`src/lphm_ram.sv`:
```
`default_nettype none

module lphm_ram #(
  parameter int WIDTH = 8,
  parameter int DEPTH = 16
) (
  input  wire logic                     clk,
  input  wire logic                     we,
  input  wire logic [$clog2(DEPTH)-1:0] waddr,
  input  wire logic [WIDTH-1:0]         wdata,
  input  wire logic                     re,
  input  wire logic [$clog2(DEPTH)-1:0] raddr,
  output logic      [WIDTH-1:0]         rdata
);

  logic [WIDTH-1:0] mem_r [DEPTH];
  logic [WIDTH-1:0] rdata_r;

  // Write one word, read one word with registered output
  always_ff @(posedge clk) begin
    if (we) begin
      mem_r[waddr] <= wdata;
    end
    if (re) begin
      rdata_r <= mem_r[raddr];
    end
  end

  assign rdata = rdata_r;

endmodule

`default_nettype wire

```
`config.mk`:
```
export PLATFORM = sky130hd
export DESIGN_NAME = lphm_ram
export DESIGN_NICKNAME = d
export VERILOG_FILES = /design/src/lphm_ram.sv
export SDC_FILE = /design/constraint.sdc
export NUM_CORES = 1
export LEC_CHECK = 0
export ABC_CLOCK_PERIOD_IN_PS = 2600
export BUFFER_PORTS_ARGS = -buffer_cell sky130_fd_sc_hd__buf_4
export CORE_ASPECT_RATIO = 0.6
export CORE_MARGIN = 4
export CORE_UTILIZATION = 50
export CTS_CLUSTER_DIAMETER = 200
export DETAILED_ROUTE_END_ITERATION = 8
export GPL_TIMING_DRIVEN = 0
export PLACE_DENSITY = 0.67
export SYNTH_ARGS = -nofsm -noshare
export SYNTH_HDL_FRONTEND = slang
export SYNTH_SLANG_ARGS = --single-unit
```
`constraint.sdc`:
```
create_clock -name clk -period 2.6 [get_ports clk]
set_clock_uncertainty 0.15 [all_clocks]
set_input_delay 0.26 -clock clk [delete_from_list [all_inputs] [get_ports clk]]
set_output_delay 0.26 -clock clk [all_outputs]
set_load 0.1 [all_outputs]
```
==> summary.md, run 1 <==
| Metric | Value |
|---|---|
| Outcome | `finished clean` |
| RR Endpoint | `rdata[7]` |
| Drt via density | `5.800` |
| CP required | `2490 ps` |
| Final antenna-violating net count | `0` |
| H-tree lvl count | `4` |
| Peak supply drop | `roughly 0.55 mV` |
| Critical setup path kind | `in2reg` |
| Worst hold path type | `in2reg` |
| Crit share post-route | `67.26%` |
| Drt wl/cell | `24.64 um` |
| Reg2reg setup slack | `~950 ps` |
| Vias in the first global route | `roughly 2,500` |
| Placer Congestion | `between 0.7 and 0.8` |
| Pleak | `2.068 nW` |
| Clk pwr share | `a little under half` |
| Setup violations, final | `0` |
| Resize count post-CTS | `0` |
| Seq/Total Area, Yosys | `78.12%` |
| Layout cells sized above 1 | `between 20 and 30%` |
| Max-Cap Viols | `0` |
| Internal Pwr Total | `between 4 and 5 mW` |
| Worst-path fanout max | `8` |
| CP Capture Type | `flip-flop` |
| Grt total ovfl | `0` |
| Worst-path clk slew | `roughly 60 ps` |
| CP arrival | `approximately 1600 ps` |
| Total wire length | `10.45 mm` |
| Maximum clock rate | `~570 MHz` |
| Layout fillers | `between 700 and 800` |
| Avg Cell Area, Syn | `22.83 um^2` |
| Hold path endpoint | `rdata[2]` |
| Post-Route Setup TNS | `0 ps` |
| Mapped Cells | `roughly 230` |
| Initial core utilization | `a little over half` |
| PwrDens | `between 800 and 900 nW/um^2` |
| Row cnt | `28` |
| Vias | `~2,500` |
| Total Power | `5.173 mW` |
| Aggregate global-route resource usage | `a little under a fifth` |
| Min Tclk post-route | `~1700 ps` |
| Die X-Extent | `between 100 and 150 um` |
| Worst hold slack | `16.39 ps` |
| FF+latch count, synth | `136` |
| HP Start | `re` |
| Die H | `slightly below 90 um` |
| Sequential Power Share | `a little under half` |
| CTS tree | `done` |
| Slew margin rel. | `between 20% and 30%` |
| Num CTS Buffers | `17` |
| WHS Path Cells | `1` |
| Max clock buf depth | `2` |
| Syn_nets | `between 200 and 250` |
| Die area | `between 10,000 and 15,000 um^2` |
| Synth-to-Final Area Change | `18.88%` |
| Nets | `roughly 300` |
| First-pass GRT wire length | `around 16 mm` |
| Reg area | `about 4100 um^2` |
| Count of cell types in the netlist | `18` |
| Pin count of the biggest net entering global routing | `17` |
| Switching Power | `about 1.1 mW` |
| Detailed Place HPWL | `6.700 mm` |
| Initial antenna violation count | `0` |
| Iteration-0 DRC Markers | `between 150 and 200` |
| Switching Fraction | `21.31%` |
| Slew Viols, Final | `0` |
| Combinational share of power | `6.3%` |
| Post-Syn Area | `~5200 um^2` |
| Drt first pass iters | `4` |
| Worst skew pair latency | `420 ps` |
| IO Pins | `27` |
| Worst reg2reg startpoint | `mem_r[11][7]` |
| Core box area | `about 10,000 um^2` |
| Setup Buffers After CTS | `0` |
| Final count of hold timing violations | `0` |
| Drt drc | `0` |
| RSZ-0062 raised after global routing | `no` |
| Reg2Reg Depth | `3` |
| Multi-input gate area | `around 1100 um^2` |
| Root Driver | `clkbuf_16` |
| Commonest cells after routing, fill and taps aside | `136 x edfxtp_1, 26 x buf_4, 18 x mux4_2, 17 x clkbuf_16, 16 x a22oi_1` |
| Slew @ Worst Pin | `roughly 1200 ps` |
| N_diodes | `0` |
| Commonest non-fill, non-tap cell in the layout | `edfxtp_1` |
| PortBufs | `25` |
| Startpoint types | `primary input` |
| Hold Buf Count CTS | `3` |
| Synth warn | `0` |
| Clock sinks | `~140` |
Yosys cell counts, drive strengths merged:
cell type / number / area [um^2]
edfxtp: 136 / 4084
mux4: 32 / 773.2
a22oi: 16 / 120.1
nor2: 13 / 48.80
nand2: 9 / 33.78
buf: 7 / 56.30
nor3: 4 / 20.02
clkdlybuf4s25: 3 / 30.03
nand2b: 2 / 12.51
nand3b: 2 / 15.01
and2: 1 / 6.260
and2b: 1 / 7.510
nand3: 1 / 5.000
nor2b: 1 / 6.260
or3b: 1 / 8.760
flip-flops by register name (all words and copies together) (netlist names):
signal / cells
mem_r: 128
rdata: 8
final cells by class:
type,instances,area share [%]
tap,135,2.718
clock inverter,15,2.577
clock buffer,17,6.845
sequential,136,65.71
buffer,10,1.389
timing repair buffer,28,3.503
multi-input combinational,83,17.25
logic make-up (layout without fill, tap and decap cells):
kind of cell | Yosys count | after routing | share of synthesized area [%]
flops | 136 | 136 | 78.12
simple gates | 35 | 35 | 3.136
mux | 32 | 32 | 14.79
compound gates | 16 | 16 | 2.298
buf+inv | 10 | 70 | 1.651
worst max-delay path: stages:
cell and delay [ps]:
buf_4 120, or3b_2 520, nor2_1 730
worst max-delay path by stage:
stage             start          end  slack [ps]  cells after the start
4_1_cts        waddr[2]  mem_r[0][4]         530                      3
2_1_floorplan  waddr[2]  mem_r[0][0]         700                      2
5_1_grt        waddr[2]  mem_r[2][2]         770                      3
3_3_place_gp   waddr[2]  mem_r[0][3]          70                      3
3_5_place_dp   waddr[2]  mem_r[0][1]          80                      3
6_report       waddr[2]  mem_r[3][2]         850                      3
stage by stage:
step / cells / utilization, % / setup WS [ps] / instance area [um^2]
4_1_cts: 424 / 61.88 / 531.4 / 6200
5_1_grt: 424 / 62.03 / 771.3 / 6215
2_1_floorplan: 229 / - / 697.1 / 5228
3_5_place_dp: 389 / 55.73 / 78.90 / 5584
6_report: 424 / 62.03 / 851.1 / 6215
3_3_place_gp: 389 / 55.73 / 74.13 / 5584
metal layers:
| metal | routed length (um) | share of wire, % | GRT usage, % | vias to the layer above |
|---|---|---|---|---|
| met3 | 993 | 9.5 | 6.473 | 14 |
| met1 | 4844 | 46 | 28.28 | 1271 |
| li1 | - | - | - | 1075 |
| met2 | 4493 | 43 | 25.86 | 99 |
| met5 | 0 | 0 | 0 | - |
| met4 | 115 | 1.1 | 7.124 | 0 |
power by group through the flow:
stage               logic, mW  registers, mW  clock network, mW
detailed placement      0.323           2.53                  0
CTS                     0.327           2.48               2.41
floorplan               0.125           2.60                  0
finish                  0.326           2.48               2.37
global placement        0.316           2.53                  0
global route            0.346           2.49               2.52
No activity file was read; power rests on OpenSTA's default activity.
==> inputs of run 2 (changes only) <==
--- a/config.mk
+++ b/config.mk
@@ -5,7 +5,7 @@
 export SDC_FILE = /design/constraint.sdc
 export NUM_CORES = 1
 export LEC_CHECK = 0
-export ABC_CLOCK_PERIOD_IN_PS = 2600
+export ABC_CLOCK_PERIOD_IN_PS = 1650
 export BUFFER_PORTS_ARGS = -buffer_cell sky130_fd_sc_hd__buf_4
 export CORE_ASPECT_RATIO = 0.6
 export CORE_MARGIN = 4
==> constraint.sdc (replaced) <==
create_clock -name clk -period 1.65 [get_ports clk]
set_clock_uncertainty 0.15 [all_clocks]
set_input_delay 0.165 -clock clk [delete_from_list [all_inputs] [get_ports clk]]
set_output_delay 0.165 -clock clk [all_outputs]
set_load 0.1 [all_outputs]
==> summary.md, run 2 (synthesis results as in run 1) <==
| Metric | Value |
|---|---|
| Outcome | `finished clean (unchanged)` |
| Critical-path top delay cell | `nor2_1 (unchanged)` |
| Min Tclk post-route | `between 1500 and 2000 ps` |
| Final count of hold timing violations | `0 (unchanged)` |
| CP Capture Type | `flip-flop (unchanged)` |
| Slew @ Worst Pin | `837.0 ps (was 1186 ps)` |
| Final antenna-violating net count | `0 (unchanged)` |
| Drt first pass iters | `4 (unchanged)` |
| Commonest cells after routing, fill and taps aside | `136 x edfxtp_1, 26 x buf_4, 20 x mux4_2, 17 x clkbuf_16, 13 x a22oi_1 (was 136 x edfxtp_1, 26 x buf_4, 18 x mux4_2, 17 x clkbuf_16, 16 x a22oi_1)` |
| Die H | `87.20 um (unchanged)` |
| Setup violations, final | `0 (unchanged)` |
| CP top delay family | `simple AND/OR/NAND/NOR gates (unchanged)` |
| Peak supply drop | `0.8390 mV (was 0.5472 mV)` |
| Nets | `302 (was 295)` |
| Iteration-0 DRC Markers | `238 (was 188)` |
| PortBufs | `25 (unchanged)` |
| Worst skew pair latency | `410 ps (was 420 ps)` |
| CP required | `1530 ps (was 2490 ps)` |
| CP arrival | `1480 ps (was 1640 ps)` |
| Vias in the first global route | `2,563 (was 2,492)` |
| Detailed Place HPWL | `6.709 mm (was 6.700 mm)` |
| Vias | `2,451 (was 2,459)` |
| Die X-Extent | `140.0 um (unchanged)` |
| Total wire length | `10.50 mm (was 10.45 mm)` |
| Layout fillers | `722 (was 709)` |
| Multi-input gate area | `1085 um^2 (was 1072 um^2)` |
| Max reg flops | `128 (unchanged)` |
| Startpoint types | `primary input (unchanged)` |
| Initial core utilization | `52.17% (unchanged)` |
| Drt wl/cell | `24.37 um (was 24.64 um)` |
| Critical Path, Cell by Cell | `buf_4, or3b_2, nor2_1 (unchanged)` |
| Root Driver | `clkbuf_16 (unchanged)` |
| Worst hold path type | `in2reg (unchanged)` |
| Crit path buffers/inverters | `1 (unchanged)` |
| H-tree lvl count | `4 (unchanged)` |
| Core box area | `10,020 um^2 (unchanged)` |
| First-pass GRT wire length | `15.89 mm (was 15.68 mm)` |
| CP max stage delay | `650 ps (was 730 ps)` |
| RSZ-0062 raised after global routing | `yes (was no)` |
| Initial antenna violation count | `0 (unchanged)` |
| PwrDens | `1273 nW/um^2 (was 832.4 nW/um^2)` |
| Die area | `12,210 um^2 (unchanged)` |
| CTS tree | `done (unchanged)` |
| Max clock buf depth | `2 (unchanged)` |
| Aggregate global-route resource usage | `18.98% (was 18.90%)` |
| Row cnt | `28 (unchanged)` |
| DP Worst Slack | `-453.3 ps (was 78.90 ps)` |
| Pleak | `2.085 nW (was 2.068 nW)` |
| Placer Congestion | `0.7772 (was 0.7032)` |
| Layout cells sized above 1 | `31.08% (was 29.76%)` |
| Worst-path fanout max | `8 (unchanged)` |
| Total Power | `7.966 mW (was 5.173 mW)` |
| Grt total ovfl | `0 (unchanged)` |
| Maximum clock rate | `around 630 MHz` |
| Max-Cap Viols | `0 (unchanged)` |
| Pin count of the biggest net entering global routing | `17 (unchanged)` |
| N_diodes | `0 (unchanged)` |
| Crit share post-route | `~97%` |
| Slew margin rel. | `43.99% (was 20.33%)` |
| Num CTS Buffers | `17 (unchanged)` |
| Reg area | `4084 um^2 (unchanged)` |
| Largest Register | `mem_r (unchanged)` |
| Setup ws final | `52.67 ps (was 851.1 ps)` |
| Critical setup path kind | `in2reg (unchanged)` |
| Drt drc | `0 (unchanged)` |
| Drt via density | `5.687 (was 5.800)` |
| Synth-to-Final Area Change | `19.67% (was 18.88%)` |
| IO Pins | `27 (unchanged)` |
| Final core utilization | `62.44% (was 62.03%)` |
| Setup Buffers After CTS | `0 (unchanged)` |
| Clock sinks | `136 (unchanged)` |
| Worst-path clk slew | `50 ps (was 60 ps)` |
| Slew Viols, Final | `0 (unchanged)` |
| Commonest non-fill, non-tap cell in the layout | `edfxtp_1 (unchanged)` |
-- run 2: changes by cell type in the layout (fill, tap and decap cells not counted) --
cell | previous run | this run
a22oi_2 | 0 | 3
clkinv_2 | 4 | 7
mux4_1 | 14 | 12
clkbuf_1 | 0 | 4
clkinvlp_4 | 4 | 1
clkinv_4 | 1 | 0
bufinv_16 | 3 | 2
mux4_2 | 18 | 20
nor2_1 | 13 | 11
a22oi_1 | 16 | 13
clkbuf_4 | 0 | 1
clkinv_1 | 3 | 1
dlygate4sd3_1 | 3 | 9
nor2_2 | 0 | 2
-- run 2: routing by layer --
metal | up-vias | global-route usage [%] | part of all wire (%)
li1 | 1089 | - | -
met1 | 1268 | 28.07 | 44
met2 | 80 | 27.61 | 45
met3 | 14 | 5.815 | 10
met4 | 0 | 5.717 | 1.0
met5 | - | 0 | 0
-- run 2: timing repair --
| action | CTS | global route |
|---|---|---|
| setup endpoints to repair | 8 | 41 |
| resized for setup | 1 | 8 |
| hold buffers | 9 | 0 |
| cloned | 0 | 0 |
| endpoints found under the hold margin | 136 | 0 |
-- run 2: layout make-up --
class | count | area share (%)
tap | 135 | 2.700
sequential | 136 | 65.28
timing repair buffer | 35 | 4.560
multi-input combinational | 83 | 17.34
clock buffer | 21 | 7.040
buffer | 10 | 1.380
clock inverter | 11 | 1.700
-- run 2: power breakdown --
group / internal [mW] / switching (mW)
sequential: 3.89 / 0.0196
combinational: 0.190 / 0.348
clock: 2.20 / 1.32
-- run 2: final timing paths --
check	startpoint	endpoint	slack [ps]	depth (start not counted)
min	waddr[0]	mem_r[12][3]	20	2
max reg2reg	mem_r[5][2]	rdata[2]	50	3
max	waddr[2]	mem_r[3][3]	50	3
min reg2reg	mem_r[2][6]	rdata[6]	610	3
-- run 2: per-stage QoR --
step	instances	TNS, ps	area, um^2	hold WS, ps
floorplan	229	0	5233	113.9
global placement	389	-24900	5589	316.3
detailed placement	389	-25740	5589	316.8
CTS	430	0	6231	42.72
global route	431	-321.2	6256	13.42
finish	431	0	6256	23.61
