File: src/lphm_pkg.sv
`default_nettype none

package lphm_pkg;

  // Default geometry of the slot store
  localparam int DEF_DEPTH     = 1024;
  localparam int DEF_KEY_WIDTH = 64;

  // Fixed field widths of the item and result ports
  localparam int KEY_IN_W = 64;
  localparam int HASH_W   = 32;
  localparam int VAL_W    = 32;
  localparam int USED_W   = 11;
  localparam int CFG_W    = 4;

  // Capacity register: reset value and lowest usable log2
  localparam logic [CFG_W-1:0] CFG_LG_RESET = 4'd10;
  localparam int               LG_MIN       = 1;

  // Load limit: a put is refused once count * LOAD_DEN >= capacity * LOAD_NUM
  localparam int LOAD_NUM = 7;
  localparam int LOAD_DEN = 10;

  // Operation codes
  localparam logic MODE_PUT = 1'b0;
  localparam logic MODE_GET = 1'b1;

  // Outcome of examining one slot
  typedef struct packed {
    logic empty;  // slot unoccupied: walk stops, no match
    logic hit;    // slot holds the same hash and key
    logic last;   // every active slot has now been visited
  } probe_res_t;

endpackage

`default_nettype wire

File: src/lphm_probe.sv
`default_nettype none

module lphm_probe
  import lphm_pkg::*;
#(
  parameter int AW = 10,
  parameter int KW = 64
) (
  input  wire logic [HASH_W+KW+VAL_W:0] slot_word,
  input  wire logic [HASH_W-1:0]        item_hash,
  input  wire logic [KW-1:0]            item_key,
  input  wire logic [AW-1:0]            pos,
  input  wire logic [AW-1:0]            mask,
  input  wire logic [AW:0]              visited,
  input  wire logic [AW:0]              cap,
  output probe_res_t                    res,
  output logic      [AW-1:0]            next_pos,
  output logic      [VAL_W-1:0]         slot_value
);

  localparam int SW = 1 + HASH_W + KW + VAL_W;

  logic              slot_vld;
  logic [HASH_W-1:0] slot_hash;
  logic [KW-1:0]     slot_key;

  // Unpack the stored slot word
  assign slot_vld   = slot_word[SW-1];
  assign slot_hash  = slot_word[SW-2 -: HASH_W];
  assign slot_key   = slot_word[VAL_W +: KW];
  assign slot_value = slot_word[VAL_W-1:0];

  // Classify the slot and step the walk with wraparound
  assign res.empty = !slot_vld;
  assign res.hit   = slot_vld && (slot_hash == item_hash) && (slot_key == item_key);
  assign res.last  = ((visited + (AW+1)'(1)) == cap);
  assign next_pos  = (pos + AW'(1)) & mask;

endmodule

`default_nettype wire

File: config.mk
export PLATFORM = sky130hd
export DESIGN_NAME = lphm_probe
export DESIGN_NICKNAME = d
export VERILOG_FILES = /design/src/lphm_pkg.sv /design/src/lphm_probe.sv
export SDC_FILE = /design/constraint.sdc
export NUM_CORES = 1
export LEC_CHECK = 0
export ABC_AREA = 0
export BUFFER_PORTS_ARGS = -buffer_cell sky130_fd_sc_hd__buf_2
export CAP_MARGIN = 20
export CORE_AREA = 2 2 122 124
export DETAILED_ROUTE_END_ITERATION = 16
export DIE_AREA = 0 0 124 126
export GPL_TIMING_DRIVEN = 0
export SLEW_MARGIN = 20
export SYNTH_ARGS = -nofsm -noshare
export SYNTH_HDL_FRONTEND = slang
export SYNTH_SLANG_ARGS = --single-unit
File: constraint.sdc
create_clock -name vclk -period 2.8
set_clock_uncertainty 0.15 [all_clocks]
set_input_delay 0.56 -clock vclk [all_inputs]
set_output_delay 0.56 -clock vclk [all_outputs]
set_load 0.02 [all_outputs]
==> results of run 1 <==
layer usage:
metal	routed length (um)	global-route usage [%]	vias to the layer above	part of all wire, %
met3	904	1.09	0	9.3
met4	0	0	0	0
met1	4150	14.2	1243	43
li1	-	-	1522	-
met2	4640	20.3	161	48
met5	0	0	-	0
worst max-delay path, cell delays in order:
cell and delay [ns]:
buf_2 0.10, xnor2_1 0.14, nand2_1 0.08, a2111oi_0 0.48, nand4_1 0.26, nor4_4 0.37, buf_4 0.20
cell families (layout without fill, tap and decap cells):
| kind of cell | after synthesis | in the layout |
|---|---|---|
| AOI/OAI and AO/OA | 35 | 35 |
| xor gates and xnor gates | 80 | 80 |
| adders and majority gates | 2 | 2 |
| buffers and inverters | 61 | 341 |
| muxes | 1 | 1 |
| and+or+nand+nor | 104 | 104 |
final timing paths:
path,startpoint,endpoint,depth (start not counted)
max,item_key[12],res[1],7
min,slot_word[24],slot_value[24],2
timing repair:
action | CTS | global route
gates cloned | 0 | 0
pin swaps | 7 | 3
hold endpoints to repair | 0 | 0
resized for setup | 8 | 5
endpoints found under the setup margin | 2 | 2
area by class of cell:
type / instances / area share, %
plain buffers: 33 / 6.56
inverters: 28 / 2.81
multi-input cells: 222 / 46.8
well taps: 184 / 6.16
repair buffers: 280 / 37.7
where the power goes:
part / total, mW / internal (mW) / switching [mW]
Clock: 0 / 0 / 0
Sequential: 0 / 0 / 0
Combinational: 0.541 / 0.288 / 0.253
synth_stat cells:
| master | number |
|---|---|
| xnor2_1 | 49 |
| xor2_1 | 31 |
| a2bb2oi_1 | 1 |
| o22ai_1 | 8 |
| nor2b_1 | 20 |
| o2bb2ai_1 | 1 |
| and4_1 | 3 |
| nor2_1 | 2 |
| a22o_1 | 1 |
| clkinv_1 | 3 |
| a2111oi_0 | 4 |
| buf_2 | 1 |
| a211oi_1 | 1 |
| nand4b_1 | 2 |
| a222oi_1 | 1 |
| nor4_2 | 4 |
| o211ai_1 | 1 |
| o21ai_1 | 1 |
| a22oi_1 | 1 |
| and2_1 | 9 |
| o2111ai_1 | 6 |
| ha_1 | 2 |
| o221ai_1 | 1 |
| and3_1 | 4 |
| nor4_1 | 10 |
| mux2_2 | 1 |
| nand2b_1 | 20 |
| nand4_1 | 14 |
| inv_1 | 23 |
| a2111o_1 | 4 |
| buf_4 | 32 |
| inv_2 | 2 |
| nor4b_1 | 1 |
| and2b_2 | 1 |
| a21oi_1 | 1 |
| nand3_1 | 12 |
| nand2_1 | 2 |
| o21ai_0 | 3 |
through the flow:
step	worst slack [ns]	power, mW	TNS [ns]	cell area, um^2
4_1_cts	-0.220	0.539	-0.220	3700
5_1_grt	-0.219	0.596	-0.259	3740
3_5_place_dp	-0.521	0.531	-0.564	3660
6_report	-0.102	0.541	-0.102	3740
2_1_floorplan	0.150	0.258	0	2030
3_3_place_gp	-0.544	0.528	-0.582	3660
==> results.toml, run 1 <==
[floorplanning]
fp.coreArea_um2 = 14300
ios = 312
start_util_pct = 14.2
rows = 44
die_y_um = 126
die_area_um2 = 15600
die_w_um = 124

[finish]
drive_gt1_share_pct = 57.7
n_antenna_cell = 0
fillerInstances = 1634
multi_input_area_um2 = 1750
seq_cell_count = 0
final_cells = 747
regArea_um2 = 0
area_growth_pct = 84.2
layout_common_cells = "279 x buf_2, 49 x xnor2_1, 33 x buf_4, 31 x xor2_1, 23 x inv_1"
nets = 834
utilization_pct = 26.1
mostFrequentLayoutCell = "buf_2"
n_clock_buffer = 0

[worst_setup_path]
cp.arrival_ns = 2.19
crit_type = "in -> out"
end_kind = "output port"
worstPathRequired_ns = 2.09
cp-start-kind = "input pin"
path_max_fanout = 1

[cts]
hold_buffers = 0
cts_setup_buffers = 0

[synthesis]
syn_avg_cell_area_um2 = 7.18
synth_cells = 283
synthMuxAreaShare_pct = 0.555
synth.largest_area_cell = "xnor2_1"
synth.area.top_cells = "xnor2_1 21%, xor2_1 13%, buf_4 12%"
synth-simple-area-share_pct = 32.9
synth_top_area_share_pct = 21.1
yosysUniqueCellTypes = 38
syn_nets = 552
synth_compound_area_share_pct = 13.6
synth_top_family_by_area = "XOR/XNOR gates"
synthXorXnorAreaFrac_pct = 34.5
synthesis.area_um2 = 2030
yosysWarnings = 0
seq_area_frac_synth_pct = 0
synth-adder-area-share_pct = 1.23

[run]
drv_cap = 0

[placed_design]
gp_congestion = 0.846
io_buffers = 280
numPlacedInstances = 747
dp_hpwl_um = 9160

[timing]
relSlewSlack_pct = 67.6
tightest_slew_ns = 0.474
holdWs_ns = 1.19
slew_viol_final = 0
fmax_ghz = 0.345
period_minus_slack_ns = 2.90
setup_ws_ns = -0.102
post-route-period-util_pct = 104
rsz0062_at_grt = "true"
setup_viol = 1
hold_viol_final = 0

[hold_path]
hp-class = "in -> out"

[drt]
drt_iter0_markers = 80
drtPass1Iterations = 4
drc = 0
antenna_left = 0
totalWireLength_um = 9700
num_vias = 2926
vias_per_cell = 3.92
detail_route.wl_per_cell_um = 13.0

[global_route]
grt_pass1_wl_um = 13100
grt_max_degree = 9
grt_overflow = 0
grt_pass1_vias = 2687
grt_util_all_layers_pct = 10.9
antenna_found_initial = 0

[power]
ir_worst_vdd_v = 0.0000481
leakagePower_nw = 1.94
power_density_nw_per_um2 = 145

[status]
failed_checks = "negative setup slack"
status = "finished, violations left"
No activity file was read; power rests on OpenSTA's default activity.
==> run 2: changes to the inputs <==
==> constraint.sdc (replaced) <==
create_clock -name vclk -period 3.5
set_clock_uncertainty 0.15 [all_clocks]
set_input_delay 0.7 -clock vclk [all_inputs]
set_output_delay 0.7 -clock vclk [all_outputs]
set_load 0.02 [all_outputs]
==> run 2 against run 1 <==
The flow now finishes without violations. Cell area fell by 1.7%. Flip-flop and latch count did not move. Wire length fell by 1.2%. Die area did not move. Critical path depth did not move. Setup slack improved by 0.26 ns. Hold slack improved by 0.28 ns. Highest routed layer unchanged. Total power fell by 22%. Sequential share of layout area did not move. First-iteration DRC count rose by 24%.
==> results.toml, run 2 (synthesis gave the netlist of run 1 again) <==
[status]
status = "complete, no violations"

[finish]
n_clock_buffer = 0
fillerInstances = 1641
fin_area_um2 = 3670
area_growth_pct = 81.0
nets = 834
seq_cell_count = 0
drive_gt1_share_pct = 57.4
mostFrequentLayoutCell = "buf_2"
n_antenna_cell = 0
layout_common_cells = "281 x buf_2, 49 x xnor2_1, 32 x buf_4, 31 x xor2_1, 23 x inv_1"
regArea_um2 = 0

[worst_setup_path]
cp-start-kind = "input pin"
end_kind = "output port"
crit_path_start = "slot_word[111]"
worstPathRequired_ns = 2.65
cp.arrival_ns = 2.49
crit_end = "res[1]"
path_max_fanout = 2
crit_type = "in -> out"

[power]
p_total_mw = 0.422
clkPwrFrac_pct = 0
ir_worst_vdd_v = 0.0000374
leakagePower_nw = 1.91
combPwrFrac_pct = 100.0
seqPwrFrac_pct = 0
intPower_mw = 0.227
power_density_nw_per_um2 = 115
p_sw_mw = 0.195
swShare_pct = 46.2

[drt]
detail_route.wl_per_cell_um = 12.8
dr.max_layer_used = "met3"
num_vias = 2931
drt_iter0_markers = 99
route.met2.wl_um = 4570
drtPass1Iterations = 4
drc = 0
wl_met3_um = 916
antenna_left = 0
vias_per_cell = 3.92
totalWireLength_um = 9580
wl_met1_um = 4100

[cts]
hold_buffers = 0

[timing]
setup_viol = 0
fin_setup_tns_ns = 0
tightest_slew_ns = 0.456
slew_viol_final = 0
fmax_ghz = 0.299
relSlewSlack_pct = 68.8
setup_ws_ns = 0.155
rsz0062_at_grt = "false"
period_minus_slack_ns = 3.34
hold_viol_final = 0
holdWs_ns = 1.47
post-route-period-util_pct = 95.6

[placed_design]
gp_congestion = 0.846
place_area_um2 = 3660
io_buffers = 280
pre_cts_slack_ns = -0.101
dp_hpwl_um = 9160

[hold_path]
hp-class = "in -> out"

[floorplanning]
ios = 312
die_w_um = 124
die_y_um = 126
start_util_pct = 14.2
die_area_um2 = 15600
fp.coreArea_um2 = 14300
rows = 44

[global_route]
grt_pass1_vias = 2682
antenna_found_initial = 0
grt_util_all_layers_pct = 10.9
grt_pass1_wl_um = 13100
grt_max_degree = 9
grt_overflow = 0

[run]
drv_cap = 0
[run 2: cell counts in the layout (fill, tap and decap cells not counted)]
Identical to the previous run, type by type.
[run 2: final cells by class]
type,instances,area (um^2),area share [%]
Inverter,28,105,2.86
Timing Repair Buffer,280,1400,38.1
Multi-Input combinational cell,222,1690,46.1
Tap cell,184,230,6.26
Buffer,33,245,6.67
[run 2: critical path, cell delays in order]
cell and delay [ns]:
buf_2 0.10, nor2b_1 0.12, a2111o_1 0.45, nor4_2 0.31, nand4_1 0.21, nor4_2 0.36
buf_2 0.24
[run 2: per-stage QoR]
stage / utilization (%) / cells
floorplan: - / 283
global placement: 25.6 / 747
detailed placement: 25.6 / 747
global route: 25.7 / 747
finish: 25.7 / 747
CTS: 25.6 / 747
[run 2: how the worst min path moves through the flow]
stage / cells after the start / to / startpoint
3_3_place_gp: 2 / slot_value[1] / slot_word[1]
2_1_floorplan: 1 / res[2] / slot_word[128]
4_1_cts: 2 / slot_value[0] / slot_word[0]
5_1_grt: 2 / slot_value[2] / slot_word[2]
6_report: 2 / slot_value[24] / slot_word[24]
3_5_place_dp: 2 / slot_value[0] / slot_word[0]
[run 2: repair_timing]
action | CTS | global route
buffers inserted | 0 | 0
gates resized for setup | 2 | 1
endpoints found under the setup margin | 1 | 1
[run 2: per-layer routing]
layer | vias up | track usage (%)
met1 | 1243 | 14.2
met4 | 0 | 0
met5 | - | 0
met2 | 168 | 20.2
met3 | 0 | 1.13
li1 | 1520 | -
[run 2: power by group through the flow]
stage | registers (mW) | logic (mW) | clock network, mW
2_1_floorplan | 0 | 0.206 | 0
3_3_place_gp | 0 | 0.422 | 0
3_5_place_dp | 0 | 0.424 | 0
4_1_cts | 0 | 0.427 | 0
5_1_grt | 0 | 0.466 | 0
6_report | 0 | 0.422 | 0
==> run 3: changes to the inputs <==
==> constraint.sdc (replaced) <==
create_clock -name vclk -period 3.5
set_clock_uncertainty 0.15 [all_clocks]
set_input_delay 0.175 -clock vclk [all_inputs]
set_output_delay 0.175 -clock vclk [all_outputs]
set_load 0.02 [all_outputs]
==> run 3 against run 2 <==
Maximum frequency is 22% higher. Cell area is 0.34% lower. Setup slack better by 0.61 ns. Total power decreased by 0.51%. Sequential share of layout area did not move. Global-route usage hardly changed. Critical path depth stayed put. Combinational power about the same. Hold slack worse by 1.1 ns. Critical endpoint unchanged. Largest cell class unchanged.
==> results.toml, run 3 (synthesis gave the netlist of run 1 again) <==
[drt]
detail_route.wl_per_cell_um = 12.8
antenna_left = 0
drtPass1Iterations = 5
num_vias = 2913
vias_per_cell = 3.90
drt_iter0_markers = 100
drc = 0
totalWireLength_um = 9550

[global_route]
grt_max_degree = 9
grt_pass1_vias = 2686
grt_overflow = 0
antenna_found_initial = 0
grt_util_all_layers_pct = 10.9
grt_pass1_wl_um = 13100

[timing]
fmax_ghz = 0.365
hold_viol_final = 0
fin_setup_tns_ns = 0
setup_viol = 0
post-route-period-util_pct = 78.2
rsz0062_at_grt = "false"
holdWs_ns = 0.417
period_minus_slack_ns = 2.74
relSlewSlack_pct = 26.0
tightest_slew_ns = 1.08
slew_viol_final = 0

[power]
clkPwrFrac_pct = 0
swShare_pct = 46.1
leakagePower_nw = 1.91
power_density_nw_per_um2 = 115
p_total_mw = 0.420
seqPwrFrac_pct = 0
intPower_mw = 0.226
combPwrFrac_pct = 100.0
ir_worst_vdd_v = 0.0000364
p_sw_mw = 0.194

[finish]
regArea_um2 = 0
final_cells = 747
drive_gt1_share_pct = 57.0
nets = 834
mostFrequentLayoutCell = "buf_2"
fin_area_um2 = 3660
n_antenna_cell = 0
n_clock_buffer = 0
layout_common_cells = "281 x buf_2, 49 x xnor2_1, 32 x buf_4, 31 x xor2_1, 23 x inv_1"
seq_cell_count = 0
multi_input_area_um2 = 1680
fillerInstances = 1641
area_growth_pct = 80.3

[status]
status = "complete, no violations"

[placed_design]
numPlacedInstances = 747
io_buffers = 280
dp_hpwl_um = 9160
gp_congestion = 0.846
place_area_um2 = 3660

[cts]
cts_setup_buffers = 0
postCtsResizedCells = 0
hold_buffers = 0

[floorplanning]
die_y_um = 126
die_w_um = 124
rows = 44
fp.coreArea_um2 = 14300
ios = 312
start_util_pct = 14.2
die_area_um2 = 15600

[worst_setup_path]
cp.arrival_ns = 2.41
worstPathRequired_ns = 3.17
crit_type = "in -> out"
end_kind = "output port"
path_max_fanout = 2
cp-start-kind = "input pin"

[hold_path]
hp-start = "slot_word[24]"
hold_depth = 2
hold_end = "slot_value[24]"
hp-class = "in -> out"

[run]
drv_cap = 0
## run 3: changes by cell type in the layout (fill, tap and decap cells not counted)
cell       before  now
nor4_2          5    4
a2111oi_0       3    4
a2111oi_2       1    0
nor4_1          9   10
## run 3: area by class of cell
class	count	area share, %
plain buffers	33	6.70
inverters	28	2.87
multi-input cells	222	45.9
well taps	184	6.29
repair buffers	280	38.3
## run 3: per-layer routing
metal	wire, um	share of wire (%)	vias to the layer above	track usage, %
li1	-	-	1518	-
met1	4050	42	1228	14.2
met2	4550	48	167	20.2
met3	946	9.9	0	1.13
met4	0	0	0	0
met5	0	0	-	0
## run 3: worst max path at each step
stage                     slack, ns  depth (start not counted)      to     startpoint
after floorplan                1.62                          5  res[1]  slot_word[34]
after global placement         0.93                          7  res[1]   item_key[14]
after detailed placement       0.95                          7  res[1]   item_key[14]
after CTS                      0.94                          7  res[1]   item_key[14]
after global routing           0.68                          7  res[1]   item_key[14]
final                          0.76                          7  res[1]   item_key[14]
## run 3: critical path, cell delays in order
cell and delay [ns]:
buf_2 0.11, nor2b_1 0.12, a2111oi_0 0.93, and4_1 0.32, nand4_1 0.16, nor4_2 0.36, buf_2 0.24
## run 3: power groups by stage
| stage | clock [mW] | sequential (mW) | combinational (mW) |
|---|---|---|---|
| floorplan | 0 | 0 | 0.206 |
| finish | 0 | 0 | 0.420 |
| global route | 0 | 0 | 0.464 |
| detailed placement | 0 | 0 | 0.424 |
| global placement | 0 | 0 | 0.422 |
| CTS | 0 | 0 | 0.426 |
## run 3: through the flow
step | utilization (%) | worst slack (ns)
after floorplan | - | 1.62
after global placement | 25.6 | 0.926
after detailed placement | 25.6 | 0.949
after CTS | 25.6 | 0.944
after global routing | 25.6 | 0.677
final | 25.6 | 0.762
